<file path="src/chm_pkg.sv">
`default_nettype none

package chm_pkg;

	localparam int DEF_MAX_BUCKETS = 256;
	localparam int DEF_MAX_ENTRIES = 1024;
	localparam int DEF_KEY_BITS    = 32;
	localparam int DEF_VALUE_BITS  = 32;

	localparam int CFG_W       = 9;
	localparam logic [CFG_W-1:0] BUCKET_COUNT_RESET = 9'd251;
	localparam int HASH_SHIFT  = 2;
	localparam int DIV_RADIX   = 4;
	localparam int QUEUE_DEPTH = 2;

	localparam logic [1:0] REQ_INSERT = 2'd0;
	localparam logic [1:0] REQ_LOOKUP = 2'd1;
	localparam logic [1:0] REQ_DELETE = 2'd2;
	localparam logic [1:0] REQ_UNUSED = 2'd3;

	localparam logic [1:0] ST_OK   = 2'd0;
	localparam logic [1:0] ST_FULL = 2'd1;
	localparam logic [1:0] ST_ZERO = 2'd2;

	typedef enum logic [1:0] {
		CLS_NORMAL = 2'd0,
		CLS_ZERO   = 2'd1,
		CLS_IGNORE = 2'd2
	} cls_t;

	typedef struct packed {
		logic [1:0] req;
		cls_t       cls;
	} ctl_t;

endpackage

`default_nettype wire

</file>
<file path="src/chm_queue.sv">
`default_nettype none

module chm_queue #(
	parameter int W = 8
) (
	input  wire logic         clk,
	input  wire logic         arst_n,
	input  wire logic         push,
	input  wire logic [W-1:0] push_data,
	input  wire logic         pop,
	output logic [W-1:0]      head_data,
	output logic              full,
	output logic              empty
);
	import chm_pkg::*;

	localparam int PW = (QUEUE_DEPTH > 1) ? $clog2(QUEUE_DEPTH) : 1;
	localparam int NW = $clog2(QUEUE_DEPTH + 1);

	logic [W-1:0]  mem_q [QUEUE_DEPTH];
	logic [PW-1:0] wr_q;
	logic [PW-1:0] rd_q;
	logic [NW-1:0] cnt_q;

	assign full      = (cnt_q == NW'(QUEUE_DEPTH));
	assign empty     = (cnt_q == '0);
	assign head_data = mem_q[rd_q];

	always_ff @(posedge clk or negedge arst_n) begin
		if (!arst_n) begin
			wr_q  <= '0;
			rd_q  <= '0;
			cnt_q <= '0;
		end else begin
			if (push) begin
				wr_q <= (wr_q == PW'(QUEUE_DEPTH - 1)) ? '0 : wr_q + PW'(1);
			end
			if (pop) begin
				rd_q <= (rd_q == PW'(QUEUE_DEPTH - 1)) ? '0 : rd_q + PW'(1);
			end
			if (push && !pop) begin
				cnt_q <= cnt_q + NW'(1);
			end else if (pop && !push) begin
				cnt_q <= cnt_q - NW'(1);
			end
		end
	end

	always_ff @(posedge clk) begin
		if (push) begin
			mem_q[wr_q] <= push_data;
		end
	end

endmodule

`default_nettype wire

</file>
<file path="config.mk">
export PLATFORM = sky130hd
export DESIGN_NAME = chm_queue
export DESIGN_NICKNAME = d
export VERILOG_FILES = /design/src/chm_pkg.sv /design/src/chm_queue.sv
export SDC_FILE = /design/constraint.sdc
export NUM_CORES = 1
export LEC_CHECK = 0
export ABC_AREA = 1
export BUFFER_PORTS_ARGS = -buffer_cell sky130_fd_sc_hd__buf_2
export CORE_AREA = 2 2 43 45
export CTS_CLUSTER_DIAMETER = 40
export DETAILED_ROUTE_END_ITERATION = 10
export DIE_AREA = 0 0 45 47
export PLACE_DENSITY = 0.86
export SYNTH_ARGS = -nofsm -noshare
export SYNTH_HDL_FRONTEND = slang
export SYNTH_SLANG_ARGS = --single-unit
export TNS_END_PERCENT = 30
</file>
<file path="constraint.sdc">
create_clock -name clk -period 1.7 [get_ports clk]
set_input_delay 0.425 -clock clk [delete_from_list [all_inputs] [get_ports clk]]
set_output_delay 0.425 -clock clk [all_outputs]
set_load 0.005 [all_outputs]
</file>
==> After elaboration in Yosys (flattened, before gate mapping) <==
Memories as Yosys holds them, arrays and structs flattened.
Index checks and enable logic that the tools add are counted.
{ "classes": {"mux": 6, "bitwise_logic": 0, "n_addsub": 4, "multipliers": 0, "magnitude_cmp": 0, "shifts": 0, "n_reduce_logical": 6, "div": 0, "eq_ne": 1} }
{ "op_table": {"columns": ["operator", "count"], "rows": [
  ["2-to-1 mux 1 bit", 4],
  ["2-to-1 mux 2 bit", 2],
  ["adder 1 bit (second input constant)", 2],
  ["adder 2 x 1 -> 2 bit (second input constant)", 1],
  ["== test 2 bit (second input constant)", 1],
  ["logical AND 1 bit", 2],
  ["logical NOT 1 bit", 2],
  ["logical NOT 2 bit", 1],
  ["nonzero test 2 bit", 1],
  ["subtractor 2 x 1 -> 2 bit (second input constant)", 1]
]} }
{ "word_totals": {"ff_bits": 4, "rom_bits": 0, "latch_bits": 0, "memories": 1, "mem_bits_rw": 16, "output_inout_bits": 10, "input_bits": 12} }
{ "memory_table": {"columns": ["name", "words", "width", "read_ports", "rd_ports_with_merged_regs", "wr", "line_no", "text"], "rows": [
  ["mem_q", 2, 8, 1, 0, 1, "chm_queue.sv:20", "logic [W-1:0] mem_q [QUEUE_DEPTH];"]
]} }

==> Longest topological paths before layout <==
Gate-level depths: netlist of run 1.
{ "depth": {"word_depth": 4, "depth_mapped": 7} }

==> Worst setup path after synthesis of run 1 <==
OpenSTA, ideal clock, no wires.
{ "synth_timing": {"kind": "register to output", "start": "register rd_q", "end": "output port head_data[0]", "stages_incl_launch_ff": 3, "slack_ns": 0.485, "arrival_ns": 0.790, "required_time_ns": 1.275, "n_path_buf": 1, "cell_sequence": "dfrtp_1 > buf_6 > mux2_4"} }
{ "synth_between": {"elab_chain_cells": 1} }
{ "synth_lines": {"columns": ["item", "line_no", "text"], "rows": [
  ["start: declaration", "chm_queue.sv:22", "logic [PW-1:0] rd_q;"],
  ["start signal: assignment", "chm_queue.sv:39", "rd_q <= (rd_q == PW'(QUEUE_DEPTH - 1)) ? '0 : rd_q + PW'(1);"],
  ["memory read (2 x 8 bit)", null, null],
  ["end: declaration", "chm_queue.sv:11", "output logic [W-1:0] head_data,"]
]} }
No other way between the ends.

==> Worst setup path after layout of run 1 <==
Same ends and word-level chain as after synthesis.

==> metrics.cfg, run 1 <==
[setup_path]
reg2reg_to = mem_q[1][1]
crit_chain = mux2_4, buf_6
slowest_delay_ns = 0.54
cp_data_required_time_ns = 1.27
start_kind = flip-flop
worstSetupPathType = flip-flop to primary output
critical_path_buf_inv_count = 1
reg2reg_depth = 2
cp_top_family = flip-flops
path_max_fanout = 9
cp_data_arrival_time_ns = 1.27
r2r_start = wr_q
rrSetupSlack_ns = 0.67
slowest_stage = dfrtp_2
cp-end-kind = primary output

[pwr]
p_leak_nw = 0.466
internal_power_w = 0.00110
seq_power_share_pct = 51.1
p_clk_share_pct = 13.9
ir_drop_mv = 0.749
p_comb_share_pct = 35.0
power_density_nw_per_um2 = 1480
report.power.total_w = 0.00152
power.switching_w = 0.000417
p_sw_share_pct = 27.4

[route]
drt-wirelength-per-cell_microns = 13.0
routed_via_density = 4.90
first_iter_violations = 6
wl_mm = 1.21
ant_nets = 0
vias = 456
post-route-drc-count = 0
firstDrtPassIters = 3

[cts]
post-cts-setup-buffers = 0
cts_buffer_depth = 2
root_buffer = clkbuf_4
clk_pin_slew_ns = 0.10
insertion_delay_ns = 0.28
cts.sinks = 20
cts_tree = yes
htree_levels = 1
cts_buffers = 3

[sta]
rsz0062_at_grt = yes
slew_violations = 0
finClkSkew_ns = 0.00283
timing.hold.ws_ns = 0.321
finalHoldViolations = 0
min_period_ns = 1.70
period_share_pct = 100
setup_viol = 0
max_slew.worst_pin.slew_ns = 0.318
relSlewSlack_pct = 78.8
fmax_mhz = 588

[finish]
design_area_sq_um = 1030
instances_no_fill = 93
num-fill-cells = 133
area_growth_pct = 25.7
fin_nets = 90
diodes = 0
drive_gt1_share_pct = 44.7

[placement]
place_area_sq_um = 941
gp_congestion = 0.605
dp.cells = 88
io_buffers = 21

[global_route]
grt_antenna_before_repair = 0
grt_pass1_wl_mm = 1.88
first_global_vias = 418
overflow = 0
grt_util_all_layers_pct = 13.0
grt_max_degree = 12

[yosys]
yosysWarnings = 0
netlist.area_leader.share_pct = 58.7
syn_inst = 50
ys.flop_type = edfxtp_1
synth_nets = 63
synth_cell_types = 12
yosys-top-cells-count = edfxtp_1 (16), mux2_4 (8), inv_1 (7), nand2_1 (5), dfrtp_1 (4)
synth-seq-cells = 20
synth.yosys.seq_area_share_pct = 70.9
synth_edf_count = 16
synthesis.area_sq_um = 818
syn-mean-instance-area_sq_um = 16.4
netlist_top_cells_area = edfxtp_1 (59%), mux2_4 (15%), dfrtp_1 (12%)
yosysMostFrequentCell = edfxtp_1
synthArstFlopShare_pct = 20.0
synth_area_leader_cell = edfxtp_1

[flow_run]
drv_cap = 0

[floorplan]
die_width_microns = 45
core_area_sq_um = 1650
placementRows = 15
ios = 22
initial_core_util_pct = 49.5
die_height_microns = 47
die_area_sq_um = 2120

[status]
status = finished clean

[worst_hold_path]
whs_endpoint = mem_q[0][6]
holdPathStages = 1
hp-start = push_data[6]
min_path_type = input port to flip-flop

## worst max-delay path by stage
stage	slack, ns	start	to	depth (start not counted)
2_1_floorplan	0.48	rd_q	head_data[0]	2
3_3_place_gp	0.18	rd_q	head_data[7]	2
3_5_place_dp	0.16	rd_q	head_data[0]	2
4_1_cts	-0.02	rd_q	head_data[0]	2
5_1_grt	-0.07	rd_q	head_data[6]	2
6_report	0.0002	rd_q	head_data[0]	2
## layer usage
layer,vias up,GRT usage [%],share of wire (%)
met1,216,16.1,42
met3,0,2.69,5.0
li1,224,-,-
met2,16,23.4,52
met4,0,3.53,0
met5,-,0,0
## sequential cells by signal (all words and copies together) (netlist names)
name   flops
rd_q       1
cnt_q      2
wr_q       1
mem_q     16
## repair_timing
action	4_1_cts	5_1_grt
endpoints found under the setup margin	8	8
endpoints found under the hold margin	4	0
hold buffers	1	0
resized for setup	6	3
## cell usage in the layout (no fill, tap or decap), types with 2 or more instances in the layout
cell	n
nor2_1	3
dfrtp_1	3
xor2_1	2
nand2_1	5
clkbuf_4	3
buf_2	13
inv_1	7
edfxtp_1	16
buf_6	8
mux2_4	8
## power by group through the flow
stage          clock network, W  registers (W)  logic [W]
5_1_grt                0.000235       0.000798   0.000587
2_1_floorplan                 0       0.000721   0.000346
4_1_cts                0.000217       0.000782   0.000499
6_report               0.000212       0.000777   0.000532
3_3_place_gp                  0       0.000780   0.000414
3_5_place_dp                  0       0.000789   0.000432
## cell families after synthesis
kind of cell	count (synthesis)	share of synthesized area [%]
xor gates and xnor gates	3	3.21
adders and majority gates	1	1.53
buffers and inverters	8	4.59
DFF	20	70.9
muxes	8	14.7
and+or+nand+nor	10	5.05
## layout make-up
cell class	count	area, sq um	share of cell area [%]
inverter	7	26.3	2.55
clock inverter	1	3.75	0.365
sequential	20	582	56.6
clock buffer	3	22.5	2.19
multi-input combinational	22	200	19.5
tap	17	21.3	2.07
timing repair buffer	23	173	16.8
## through the flow
step | util [%] | setup TNS [ns] | setup slack [ns]
floorplan | - | 0 | 0.485
global placement | 57.0 | 0 | 0.179
detailed placement | 57.0 | 0 | 0.162
CTS | 61.1 | -0.119 | -0.0207
global route | 62.3 | -0.466 | -0.0651
finish | 62.3 | 0 | 0.000229
Note: power is estimated with default switching activity, not from simulation.
==> inputs of run 2 (changes only) <==
--- a/config.mk
+++ b/config.mk
@@ -7,11 +7,13 @@
 export LEC_CHECK = 0
 export ABC_AREA = 1
 export BUFFER_PORTS_ARGS = -buffer_cell sky130_fd_sc_hd__buf_2
-export CORE_AREA = 2 2 43 45
+export CELL_PAD_IN_SITES_DETAIL_PLACEMENT = 1
+export CELL_PAD_IN_SITES_GLOBAL_PLACEMENT = 2
+export CORE_AREA = 2 2 51 53
 export CTS_CLUSTER_DIAMETER = 40
 export DETAILED_ROUTE_END_ITERATION = 10
-export DIE_AREA = 0 0 45 47
-export PLACE_DENSITY = 0.86
+export DIE_AREA = 0 0 53 55
+export PLACE_DENSITY = 0.87
 export SYNTH_ARGS = -nofsm -noshare
 export SYNTH_HDL_FRONTEND = slang
 export SYNTH_SLANG_ARGS = --single-unit
==> run 2 against run 1 <==
Net effect: the run now ends with setup timing left; first-iteration DRC count decreased by 67%; critical path depth increased by 1; routed wire length up 4.6%; cell count increased by 16%; largest cell class unchanged; sequential cell count is the same; core utilization fell by 17 points.
==> metrics.cfg, run 2 (same netlist as run 1, synthesis figures left out) <==
[status]
status = finished, violations left
violations = setup timing

[pwr]
seq_power_share_pct = 45.7
ir_drop_mv = 0.709
p_leak_nw = 0.479
internal_power_w = 0.00117
p_sw_share_pct = 27.0
p_comb_share_pct = 40.7
power.switching_w = 0.000434
p_clk_share_pct = 13.7
power_density_nw_per_um2 = 1500

[setup_path]
worstSetupPathType = flip-flop to primary output
crit_chain = buf_12, mux2_4, buf_6
cp-end-kind = primary output
cp_data_arrival_time_ns = 1.28
slowest_delay_ns = 0.42
path_max_fanout = 9
slowest_stage = dfrtp_2
start_kind = flip-flop
cp_data_required_time_ns = 1.27

[route]
routed_via_density = 4.21
wl_mm = 1.27
drt-wirelength-per-cell_microns = 11.7
post-route-drc-count = 0
firstDrtPassIters = 2
first_iter_violations = 2
ant_nets = 0
vias = 455

[finish]
reg_top3 = mem_q (16), cnt_q (2)
largest_reg_flops = 16
top_register = mem_q
final_common_cell = edfxtp_1
area_growth_pct = 31.0
drive_gt1_share_pct = 46.2
fin_nets = 92
layout_common_cells = edfxtp_1 (16), buf_2 (13), mux2_4 (8), buf_6 (8), inv_1 (7)
diodes = 0

[sta]
setup_slack_ns = -0.0000296
relSlewSlack_pct = 79.4
finClkSkew_ns = 0.00965
max_slew.worst_pin.slew_ns = 0.309
slew_violations = 0
min_period_ns = 1.70
tns_ns = -0.0000296
period_share_pct = 100
rsz0062_at_grt = yes
finalHoldViolations = 0
setup_viol = 1
fmax_mhz = 588

[global_route]
grt_max_degree = 12
overflow = 0
grt_antenna_before_repair = 0
first_global_vias = 444
grt_pass1_wl_mm = 1.89
grt_util_all_layers_pct = 9.66

[placement]
io_buffers = 21
gp_congestion = 0.637
post-place-ws_ns = 0.115
dp_hpwl_microns = 978

[floorplan]
die_width_microns = 53
core_area_sq_um = 2360
initial_core_util_pct = 34.6
die_height_microns = 55
placementRows = 18
die_area_sq_um = 2920
ios = 22

[flow_run]
drv_cap = 0

[cts]
cts_buffers = 3
htree_levels = 1
cts.sinks = 20
clk_pin_slew_ns = 0.11
insertion_delay_ns = 0.29
cts_buffer_depth = 2
root_buffer = clkbuf_4
cts_tree = yes

[worst_hold_path]
min_path_type = input port to flip-flop

[run 2: cell types whose count changed in the layout (fill, tap and decap cells not counted)]
cell	previous run	this run
buf_12	0	1
buf_4	1	2
clkbuf_1	0	1
clkinv_1	1	0
[run 2: worst paths after layout]
check	startpoint	endpoint	slack (ns)	cells past startpoint
max in group asynchronous	arst_n	rd_q	1.09	2
worst min register to register	wr_q	wr_q	0.50	1
worst min-delay path	push_data[5]	mem_q[0][5]	0.31	1
worst max register to register	wr_q	mem_q[1][4]	0.68	2
min in group asynchronous	arst_n	cnt_q[1]	0.46	2
worst max-delay path	rd_q	head_data[1]	-0.00003	3
[run 2: worst max-delay path: cells and delay by family (launching register included)]
family / cells / cell delay (ns)
DFF: 1 / 0.42
muxes: 1 / 0.30
buffers and inverters: 2 / 0.27
[run 2: power by group through the flow]
stage	registers, W	logic [W]	clock network, W
floorplan	0.000721	0.000346	0
global route	0.000746	0.000705	0.000246
CTS	0.000786	0.000533	0.000231
global placement	0.000779	0.000421	0
detailed placement	0.000795	0.000437	0
finish	0.000732	0.000652	0.000219
[run 2: stage by stage]
step	instance area, sq um	hold slack (ns)	instances	total power, W	utilization, %
finish	1070	0.313	108	0.00160	45.3
global route	1070	0.298	108	0.00170	45.3
CTS	1040	0.301	106	0.00155	43.9
detailed placement	957	0.241	101	0.00123	40.5
global placement	957	0.241	101	0.00120	40.5
floorplan	818	0.129	50	0.00107	-
[run 2: repair_timing]
action                                  in CTS  in global routing
endpoints found under the hold margin        4                  0
setup buffers                                0                  2
endpoints found under the setup margin       8                  8
hold buffers                                 1                  0
resized for setup                            8                  1
[run 2: per-layer routing]
| layer | vias to the layer above | track usage [%] | part of all wire (%) |
|---|---|---|---|
| li1 | 226 | - | - |
| met1 | 214 | 9.93 | 41 |
| met2 | 15 | 17.1 | 54 |
| met3 | 0 | 2.96 | 5.8 |
| met4 | 0 | 6.41 | 0 |
| met5 | - | 0 | 0 |
[run 2: final cells by class]
| type | count | area (sq um) |
|---|---|---|
| fillers | 260 | 1290 |
| inverters | 7 | 26.3 |
| multi-input cells | 22 | 200 |
| repair buffers | 25 | 200 |
| clock buffers | 4 | 26.3 |
| well taps | 30 | 37.5 |
| flip-flops and latches | 20 | 582 |
