$ cat config.mk
export PLATFORM = sky130hd
export DESIGN_NAME = chm_front
export DESIGN_NICKNAME = d
export VERILOG_FILES = /design/src/chm_pkg.sv /design/src/chm_front.sv
export SDC_FILE = /design/constraint.sdc
export NUM_CORES = 1
export LEC_CHECK = 0
export BUFFER_PORTS_ARGS = -buffer_cell sky130_fd_sc_hd__buf_2
export CAP_MARGIN = 20
export CORE_MARGIN = 2
export CORE_UTILIZATION = 58
export DETAILED_ROUTE_END_ITERATION = 16
export PLACE_DENSITY = 0.85
export SYNTH_ARGS = -nofsm -noshare
export SYNTH_HDL_FRONTEND = slang
export SYNTH_SLANG_ARGS = --single-unit
$ cat constraint.sdc
create_clock -name clk -period 20.1 [get_ports clk]
set_clock_uncertainty 0.1 [all_clocks]
set_input_delay 3.015 -clock clk [delete_from_list [all_inputs] [get_ports clk]]
set_output_delay 3.015 -clock clk [all_outputs]
set_load 0.01 [all_outputs]
$ cat src/chm_pkg.sv
`default_nettype none

package chm_pkg;

	localparam int DEF_MAX_BUCKETS = 256;
	localparam int DEF_MAX_ENTRIES = 1024;
	localparam int DEF_KEY_BITS    = 32;
	localparam int DEF_VALUE_BITS  = 32;

	localparam int CFG_W       = 9;
	localparam logic [CFG_W-1:0] BUCKET_COUNT_RESET = 9'd251;
	localparam int HASH_SHIFT  = 2;
	localparam int DIV_RADIX   = 4;
	localparam int QUEUE_DEPTH = 2;

	localparam logic [1:0] REQ_INSERT = 2'd0;
	localparam logic [1:0] REQ_LOOKUP = 2'd1;
	localparam logic [1:0] REQ_DELETE = 2'd2;
	localparam logic [1:0] REQ_UNUSED = 2'd3;

	localparam logic [1:0] ST_OK   = 2'd0;
	localparam logic [1:0] ST_FULL = 2'd1;
	localparam logic [1:0] ST_ZERO = 2'd2;

	typedef enum logic [1:0] {
		CLS_NORMAL = 2'd0,
		CLS_ZERO   = 2'd1,
		CLS_IGNORE = 2'd2
	} cls_t;

	typedef struct packed {
		logic [1:0] req;
		cls_t       cls;
	} ctl_t;

endpackage

`default_nettype wire

$ cat src/chm_front.sv
`default_nettype none

module chm_front #(
	parameter int MAX_BUCKETS = chm_pkg::DEF_MAX_BUCKETS,
	parameter int KEY_BITS    = chm_pkg::DEF_KEY_BITS,
	parameter int VALUE_BITS  = chm_pkg::DEF_VALUE_BITS,
	parameter int BKT_W       = (MAX_BUCKETS > 1) ? $clog2(MAX_BUCKETS) : 1
) (
	input  wire logic                        clk,
	input  wire logic                        arst_n,
	input  wire logic                        in_valid,
	output logic                             in_stall,
	input  wire logic [1:0]                  req_type,
	input  wire logic [KEY_BITS-1:0]         key,
	input  wire logic [VALUE_BITS-1:0]       value,
	input  wire logic [chm_pkg::CFG_W-1:0]   bucket_count,
	input  wire logic                        q_full,
	output logic                             q_push,
	output chm_pkg::ctl_t                    q_ctl,
	output logic [KEY_BITS-1:0]              q_key,
	output logic [VALUE_BITS-1:0]            q_val,
	output logic [BKT_W-1:0]                 q_bkt
);
	import chm_pkg::*;

	localparam int NB_W  = $clog2(MAX_BUCKETS + 1);
	localparam int DIV_N = KEY_BITS - HASH_SHIFT;
	localparam int STEPS = (DIV_N + DIV_RADIX - 1) / DIV_RADIX;
	localparam int DW    = STEPS * DIV_RADIX;
	localparam int CW    = $clog2(STEPS + 1);

	typedef enum logic [2:0] {
		F_IDLE = 3'b001,
		F_DIV  = 3'b010,
		F_PUSH = 3'b100
	} fst_t;

	fst_t                  state_q;
	ctl_t                  ctl_q;
	logic [KEY_BITS-1:0]   key_q;
	logic [VALUE_BITS-1:0] val_q;
	logic [NB_W-1:0]       n_q;
	logic [NB_W-1:0]       rem_q;
	logic [DW-1:0]         dq_q;
	logic [CW-1:0]         cnt_q;
	logic [NB_W-1:0]       rem_next;
	logic [NB_W-1:0]       n_eff;
	logic                  accept;
	cls_t                  cls_in;

	assign in_stall = (state_q != F_IDLE);
	assign accept   = in_valid && !in_stall;

	always_comb begin
		if (bucket_count == '0) begin
			n_eff = NB_W'(1);
		end else if (32'(bucket_count) > 32'(MAX_BUCKETS)) begin
			n_eff = NB_W'(MAX_BUCKETS);
		end else begin
			n_eff = NB_W'(bucket_count);
		end
	end

	always_comb begin
		if (req_type != REQ_INSERT && req_type != REQ_LOOKUP && req_type != REQ_DELETE) begin
			cls_in = CLS_IGNORE;
		end else if (key == '0) begin
			cls_in = CLS_ZERO;
		end else begin
			cls_in = CLS_NORMAL;
		end
	end

	// restoring remainder, DIV_RADIX dividend bits a cycle
	always_comb begin
		logic [NB_W:0]   t;
		logic [NB_W-1:0] r;
		r = rem_q;
		for (int i = 0; i < DIV_RADIX; i++) begin
			t = {r, dq_q[DW-1-i]};
			if (t >= {1'b0, n_q}) begin
				t = t - {1'b0, n_q};
			end
			r = t[NB_W-1:0];
		end
		rem_next = r;
	end

	always_ff @(posedge clk or negedge arst_n) begin
		if (!arst_n) begin
			state_q <= F_IDLE;
		end else begin
			case (state_q)
				F_IDLE: begin
					if (accept) begin
						state_q <= (cls_in == CLS_NORMAL) ? F_DIV : F_PUSH;
					end
				end
				F_DIV: begin
					if (cnt_q == '0) begin
						state_q <= F_PUSH;
					end
				end
				F_PUSH: begin
					if (!q_full) begin
						state_q <= F_IDLE;
					end
				end
				default: state_q <= F_IDLE;
			endcase
		end
	end

	always_ff @(posedge clk) begin
		if (accept) begin
			ctl_q.req <= req_type;
			ctl_q.cls <= cls_in;
			key_q     <= key;
			val_q     <= value;
			n_q       <= n_eff;
			rem_q     <= '0;
			dq_q      <= DW'(key >> HASH_SHIFT);
			cnt_q     <= CW'(STEPS - 1);
		end else if (state_q == F_DIV) begin
			rem_q <= rem_next;
			dq_q  <= dq_q << DIV_RADIX;
			cnt_q <= cnt_q - CW'(1);
		end
	end

	assign q_push = (state_q == F_PUSH) && !q_full;
	assign q_ctl  = ctl_q;
	assign q_key  = key_q;
	assign q_val  = val_q;
	assign q_bkt  = (ctl_q.cls == CLS_NORMAL) ? BKT_W'(rem_q) : '0;

endmodule

`default_nettype wire

* After elaboration in Yosys (flattened, before gate mapping) *
Index checks and enable logic that the tools add are counted.

storage, ports and cells
  bits in registers = 125
  input port bits = 79
  output and inout port bits = 78
  word-level logic and storage cells = 60

cells by class
  add/subtract/negate cells = 5
  order comparisons = 5
  eq/ne operators = 9
  mux-type cells = 15
  reduce and logical (&&, ||, !) cells = 15

operators by type and width
  operator               number
  $mux W30               2
  $mux W9                5
  $ge A10 B9 Y1          4
  $sub A9 B9 Y9          4
  $logic_not A32 Y1      1
  $mux W3                4
  $gt A9 B9 Y1 const B   1
  $logic_not A9 Y1       1
  $pmux W3 S3            1
  $mux W8                1
  $ne A2 B2 Y1 const B   4
  $logic_and A1 B1 Y1    4
  $logic_not A2 Y1       2
  $logic_not A4 Y1       1
  $reduce_bool A2 Y1     2
  $sub A4 B1 Y4 const B  1
  $eq A3 B1 Y1 const B   1
  $eq A3 B2 Y1 const B   1
  $eq A3 B3 Y1 const B   1
  $ne A3 B1 Y1 const B   1
  $reduce_and A3 Y1      1
  $logic_not A1 Y1       2
  $mux W2                1
  $ne A2 B1 Y1 const B   1
  2 further kinds        2

* Longest topological paths before layout *
Gate-level depths: netlist of run 1.

  depth after elaboration = 8
  gate-level depth with buffers = 36
  gate-level depth less buffers = 33

* Worst setup path after synthesis of run 1 *
OpenSTA, ideal clock, no wires.

  kind = reg2reg
  from = reg n_q[1]
  to = reg rem_q[1]
  setup time = 0.084 ns
  arrival = 7.326 ns
  required time = 19.916 ns
  path slack = 12.590 ns
  stages on the path, launching flop included = 32
  path buffers = 3
  period minus slack after synthesis = 7.510 ns
  cell sequence = edfxtp_1 inv_1 fa_1 a211oi_2 o21ai_2 a21o_1 buf_2 mux2_2 fa_1 nand2b_1 a21oi_1 and4bb_1 o22ai_2 mux2_2 ha_1 a21oi_1 nand3_1 o221ai_1 a21boi_1 a32o_1 buf_6 mux2_2 ha_1 a21o_1 a21oi_1 o221ai_1 o21bai_1 a21oi_1 o221a_4 buf_6 a21oi_2 o31ai_2

on the way
  word-level cells in the longest chain between the ends = 8
  elaborated cells on any way between the ends = 12
  classes of those cells = 4 x add/sub; 4 x order compare; 4 x mux

ends and longest elaborated chain
  what                                                   line                              source
  start: declaration                                     chm_front.sv:42                   logic [NB_W-1:0] n_q;
  start signal: assignment                               chm_front.sv:120                  n_q <= n_eff;
  $sub A9 B9 Y9 / $ge A10 B9 Y1 (equally long branches)  chm_front.sv:82, chm_front.sv:81
  $mux W9                                                chm_front.sv:81                   if (t >= {1'b0, n_q}) begin
  $sub A9 B9 Y9 / $ge A10 B9 Y1 (equally long branches)  chm_front.sv:82, chm_front.sv:81
  $mux W9                                                chm_front.sv:81
  $sub A9 B9 Y9 / $ge A10 B9 Y1 (equally long branches)  chm_front.sv:82, chm_front.sv:81
  $mux W9                                                chm_front.sv:81
  $ge A10 B9 Y1 / $sub A9 B9 Y9 (equally long branches)  chm_front.sv:81, chm_front.sv:82
  $mux W9 *                                              chm_front.sv:81
  end signal: assignment                                 chm_front.sv:125                  rem_q <= rem_next;
  end: declaration                                       chm_front.sv:43                   logic [NB_W-1:0] rem_q;

Mark *: on every way between the ends. The rest lies on a longest branch, timed or not.
A chain may end at the register's enable or synchronous reset.

* Worst setup path in the final report of run 1 *
  from = reg n_q[1]
  to = reg rem_q[4]

on the way
  word-level cells in the longest chain between the ends = 8
  elaborated cells on any way between the ends = 12
  classes of those cells = 4 x add/sub; 4 x order compare; 4 x mux

ends and longest elaborated chain
  what                                                   line
  $sub A9 B9 Y9 / $ge A10 B9 Y1 (equally long branches)  chm_front.sv:82, chm_front.sv:81
  $mux W9                                                chm_front.sv:81
  $sub A9 B9 Y9 / $ge A10 B9 Y1 (equally long branches)  chm_front.sv:82, chm_front.sv:81
  $mux W9                                                chm_front.sv:81
  $sub A9 B9 Y9 / $ge A10 B9 Y1 (equally long branches)  chm_front.sv:82, chm_front.sv:81
  $mux W9                                                chm_front.sv:81
  $sub A9 B9 Y9 / $ge A10 B9 Y1 (equally long branches)  chm_front.sv:82, chm_front.sv:81
  $mux W9 *                                              chm_front.sv:81

Marked as above.

==> flow_summary.json, run 1 <==
{
  "timing_worst_slew_pin_value_ns": 0.8973,
  "detail_route.wirelength_um": 18210,
  "seq_area_frac_synth_pct": 54.15,
  "timing.hold.worst.start": "dq_q[31]",
  "timing.reg2reg.worst_path_depth": 29,
  "timing.setup.critical_path_class": "reg -> reg",
  "cpMostUsedCell": "o221ai_1",
  "total_i_o_pin_count": 157,
  "synth_area_per_cell_um2": 11.14,
  "hold_viol_final": 0,
  "place_inst": 883,
  "finalWeightedCongestion": 0.9644,
  "slew_hr_pct": 40.18,
  "timing.hold.ws_ns": 0.3557,
  "final_core_utilization_pct": 72.16,
  "ys_warn_count": 0,
  "synth_enable_flop_cells": 107,
  "synth_top_area_share_pct": 48.47,
  "drtPass1Iterations": 5,
  "synth_seq_cells": 125,
  "holdPathStages": 2,
  "worst_hold_path.endpoint": "dq_q[31]",
  "postCtsSetupBuffers": 0,
  "tns_ns": 0,
  "path_clk_slew_ns": 0.06,
  "timing.rr.end": "rem_q[4]",
  "netlist_instances": 595,
  "detail_route.wl_per_cell_um": 19.88,
  "grt_pass1_wl_um": 28900,
  "cp_data_required_time_ns": 20.27,
  "synthesized_cell_area_mm2": 0.006629,
  "synthTopCellsByCount": "110 x nand2_1, 107 x edfxtp_1, 39 x ha_1, 39 x inv_1, 26 x a21oi_1",
  "number_of_i_o_port_buffers": 156,
  "syn-num-nets": 717,
  "number_of_global_route_vias_before_repair": 5688,
  "cts_buffer_depth": 2,
  "multi_input_gate_area_in_the_final_layout_mm2": 0.002813,
  "via_per_inst": 5.957,
  "outcome": "completed",
  "finalSetupViolations": 0,
  "path_max_fanout": 10,
  "final_cell_count_no_fill": 916,
  "synth_most_common_cell": "nand2_1",
  "dp.final_hpwl_um": 12940,
  "post-synth-top-area-cell": "edfxtp_1",
  "slowest_delay_ns": 0.60,
  "fp-row-count": 39,
  "fillers": 757,
  "synthArstFlopShare_pct": 2.400,
  "reg2reg_slack_ns": 11.38,
  "cap_violations": 0,
  "finalMaxSlewViolations": 0,
  "htree_num_levels": 4,
  "vias": 5457,
  "drive_above_1_share_pct": 28.63,
  "syn2layout_area_growth_pct": 22.71,
  "rsz0062_at_grt": "no",
  "timing.rr.start": "n_q[1]",
  "clock_sink_count": 125,
  "cp-start-kind": "flip-flop",
  "cts.repair.resized": 0,
  "leading_cell_types_by_total_area_after_synthesis": "edfxtp_1 48%, ha_1 7.4%, nand2_1 6.2%",
  "synthFlopType": "edfxtp_1",
  "root_buffer": "clkbuf_16",
  "antenna_violating_nets_post_route": 0,
  "start_util_pct": 58.81,
  "final-seq-area_mm2": 0.003590,
  "grt_start_max_net_pins": 82,
  "timing.hold.worst.class": "reg -> reg",
  "cts_tree": "done",
  "detail_route.iter0.violations": 444,
  "drc": 0,
  "dieArea_mm2": 0.01230,
  "synthDistinctLibCells": 68,
  "grt_overflow_total": 0,
  "timing.fmax_mhz": 114.6,
  "die_w_um": 110.9,
  "post-route-period-util_pct": 43.40,
  "fin_nets": 881,
  "crit_path_top_delay_cell": "o21ai_0",
  "timing.final.crit_period_ns": 8.724,
  "initial_antenna_violation_count": 1,
  "core-area_mm2": 0.01127,
  "cts-buffers-inserted": 17,
  "arrival_ns": 8.89,
  "setup.worst_path.end_class": "flip-flop",
  "global_route.usage.total_pct": 30.25,
  "holdBufCountCts": 0,
  "clock_insertion_delay_worst_skew_ns": 0.42,
  "die_boundary_height_um": 110.9
}
[how the worst max path moves through the flow]
stage / from / endpoint / slack (ns) / depth (start not counted)
after floorplan: n_q[1] / rem_q[1] / 12.59 / 31
after global placement: n_q[1] / rem_q[4] / 11.86 / 28
after detailed placement: n_q[0] / rem_q[4] / 11.56 / 29
after CTS: n_q[1] / rem_q[4] / 11.50 / 28
after global routing: n_q[0] / rem_q[4] / 10.73 / 30
final: n_q[1] / rem_q[4] / 11.38 / 29
[per-layer routing]
layer	global-route usage, %	routed length, µm	up-vias
li1	-	-	2529
met1	34.67	6977	2609
met2	51.90	9152	262
met3	9.185	1386	57
met4	14.33	692	0
met5	0	0	-
[area by class of cell]
type                    count  share of cell area [%]
clock inverters            15                   1.846
multi-input cells         416                   34.58
well taps                 143                   2.200
repair buffers            159                   10.12
diodes                      1                 0.03076
clock buffers              17                   5.230
flip-flops and latches    125                   44.13
inverters                  40                   1.861
[through the flow]
stage          setup WS, ns  area (µm²)
3_3_place_gp          11.86        7528
2_1_floorplan         12.59        6629
4_1_cts               11.50        8132
3_5_place_dp          11.56        7556
6_report              11.38        8134
5_1_grt               10.73        8134
[sequential cells by signal (all words and copies together), names as in the netlist]
signal   flops
cnt_q        4
dq_q        32
n_q          9
q_ctl        4
q_key       32
q_val       32
rem_q        9
state_q      3
[worst max-delay path, delay by kind of cell (launching register included)]
kind	cells	cell delay, ns
AO/OA/AOI/OAI	16	4.58
adder cells (fa/ha/maj)	4	1.61
buffers and inverters	2	0.30
flip-flops	1	0.39
multiplexers	2	0.66
AND/OR/NAND/NOR	5	0.91
[cells by family (layout without fill, tap and decap cells)]
group	Yosys count	after routing	share of synthesized area, %
XOR/XNOR	21	21	2.775
AND/OR/NAND/NOR	229	229	16.65
other	0	1	0
flip-flops	125	125	54.15
multiplexers	15	15	2.473
AO/OA/AOI/OAI	108	108	11.97
adder cells (fa/ha/maj)	43	43	8.569
buffers and inverters	54	231	3.416
[cell usage in the layout, fill, tap and decap left out, types with 15 or more instances in the layout]
| cell type | instances |
|---|---|
| buf_2 | 156 |
| nand2_1 | 110 |
| edfxtp_1 | 107 |
| inv_1 | 39 |
| ha_1 | 39 |
| a21oi_1 | 26 |
| nor2_1 | 24 |
| and2_1 | 20 |
| nand4_1 | 17 |
| clkbuf_16 | 17 |
| o21ai_0 | 15 |
| dfxtp_1 | 15 |
Power of run 1 is not shown: default switching activity piles up to over one toggle a cycle in this logic, so the estimate is an artifact.
==> run 2, diff against run 1 <==
CORE_UTILIZATION = 49   (was 58)
PLACE_DENSITY = 0.77   (was 0.85)
clock period = 7.1 ns   (was 20.1 ns; I/O delays follow)
==> flow_summary.json, run 2 (synthesis gave the netlist of run 1 again) <==
{
  "start_util_pct": 50.06,
  "timing.rr.start": "n_q[0]",
  "cp-start-kind": "flip-flop",
  "dieArea_mm2": 0.01447,
  "timing.hold.worst.class": "in -> async",
  "cts_tree": "done",
  "place_inst": 1014,
  "cp_data_required_time_ns": 7.28,
  "detail_route.wl_per_cell_um": 19.44,
  "antenna_cells": 0,
  "rsz0062_at_grt": "yes",
  "initial_antenna_violation_count": 0,
  "critical_path.startpoint": "n_q[0]",
  "htree_num_levels": 4,
  "core-area_mm2": 0.01324,
  "post-route-worst-setup-slack_ns": -0.07900,
  "violations": "negative setup slack",
  "fp-row-count": 42,
  "number_of_global_route_vias_before_repair": 6218,
  "number_of_i_o_port_buffers": 156,
  "via_per_inst": 5.581,
  "final_core_utilization_pct": 73.36,
  "vias": 6050,
  "grt_overflow_total": 0,
  "cts_buffer_depth": 2,
  "finalWeightedCongestion": 1.027,
  "drtPass1Iterations": 5,
  "clock_insertion_delay_worst_skew_ns": 0.42,
  "drc": 0,
  "outcome": "finished, violations left",
  "root_buffer": "clkbuf_16",
  "grt_pass1_wl_um": 32330,
  "slew_hr_pct": 50.73,
  "die_w_um": 120.3,
  "die_boundary_height_um": 120.3,
  "slowest_delay_ns": 0.39,
  "timing.setup.critical_path_class": "reg -> reg",
  "global_route.usage.total_pct": 29.30,
  "final_cell_count_no_fill": 1084,
  "detail_route.iter0.violations": 519,
  "layout.cells.most_common_list": "156 x buf_2, 129 x buf_4, 109 x nand2_1",
  "dp.final_hpwl_um": 14660,
  "total_i_o_pin_count": 157,
  "drive_above_1_share_pct": 45.81,
  "hold_viol_final": 0,
  "cts-buffers-inserted": 17,
  "layout.cells.most_common": "buf_2",
  "fin_nets": 1017,
  "clock_sink_count": 125,
  "detail_route.wirelength_um": 21070,
  "timing_worst_slew_pin_value_ns": 0.7390,
  "crit_path_top_delay_cell": "edfxtp_1",
  "finalMaxSlewViolations": 0,
  "finalSetupViolations": 8,
  "path_clk_slew_ns": 0.06,
  "timing.final.crit_period_ns": 7.179,
  "post-route-period-util_pct": 101.1,
  "path_max_fanout": 6,
  "cap_violations": 0,
  "holdBufCountCts": 0,
  "setup.worst_path.end_class": "flip-flop",
  "syn2layout_area_growth_pct": 46.55,
  "timing.fmax_mhz": 139.3,
  "antenna_violating_nets_post_route": 0,
  "grt_start_max_net_pins": 105,
  "arrival_ns": 7.36
}
-- run 2: changes by cell type in the layout (fill, tap and decap cells not counted), moves of 5 or more --
cell,change
buf_4,+127
buf_6,+7
ha_1,-13
mux2_4,+7
a21oi_2,+5
a21oi_1,-7
mux2_2,-6
ha_4,+11
o21ai_0,-6
-- run 2: timing repair --
action	in CTS	in global routing
pin swaps	28	28
setup buffers	27	10
resized for setup	56	33
cloned	1	0
endpoints found under the hold margin	0	0
endpoints found under the setup margin	9	9
-- run 2: through the flow --
step	TNS, ns	setup slack, ns	cell area, µm²	hold WS [ns]
floorplan	0	0.03232	6673	0.3363
global placement	-0.05783	-0.05783	8351	0.3617
detailed placement	-2.344	-0.2931	8378	0.3557
CTS	0	0.003152	9449	0.3234
global route	-2.917	-0.3664	9714	0.3245
finish	-0.3735	-0.07900	9714	0.3383
-- run 2: worst max-delay path: cells and delay by family (launching register included) --
kind	cells	cell delay, ns
AO/OA/AOI/OAI	17	3.34
adder cells (fa/ha/maj)	5	1.15
buffers and inverters	5	0.59
flip-flops	1	0.39
multiplexers	3	1.02
AND/OR/NAND/NOR	3	0.44
-- run 2: worst paths after layout --
path | end | slack (ns) | cells after the start
max | rem_q[5] | -0.08 | 33
min | state_q[2] | 0.34 | 1
max reg2reg | rem_q[5] | -0.08 | 33
min reg2reg | dq_q[31] | 0.39 | 2
max in group asynchronous | state_q[0] | 6.36 | 1
min in group clk | dq_q[31] | 0.39 | 2
-- run 2: per-layer routing --
| layer | vias to the layer above | part of all wire (%) | GRT usage (%) |
|---|---|---|---|
| met5 | - | 0 | 0 |
| met4 | 0 | 3.4 | 13.30 |
| met3 | 60 | 7.1 | 7.123 |
| met2 | 285 | 50 | 50.28 |
| met1 | 2907 | 39 | 34.91 |
| li1 | 2798 | - | - |
-- run 2: final cells by class --
cell class                      count  area (µm²)
Inverter                           40       152.6
Tap cell                          176       220.2
Clock buffer                       17       425.4
Clock inverter                     15       151.4
Sequential cell                   125        3591
Timing Repair Buffer              294        1883
Fill cell                         902        3528
Multi-Input combinational cell    417        3291
Power of run 2 is left out for the same reason.
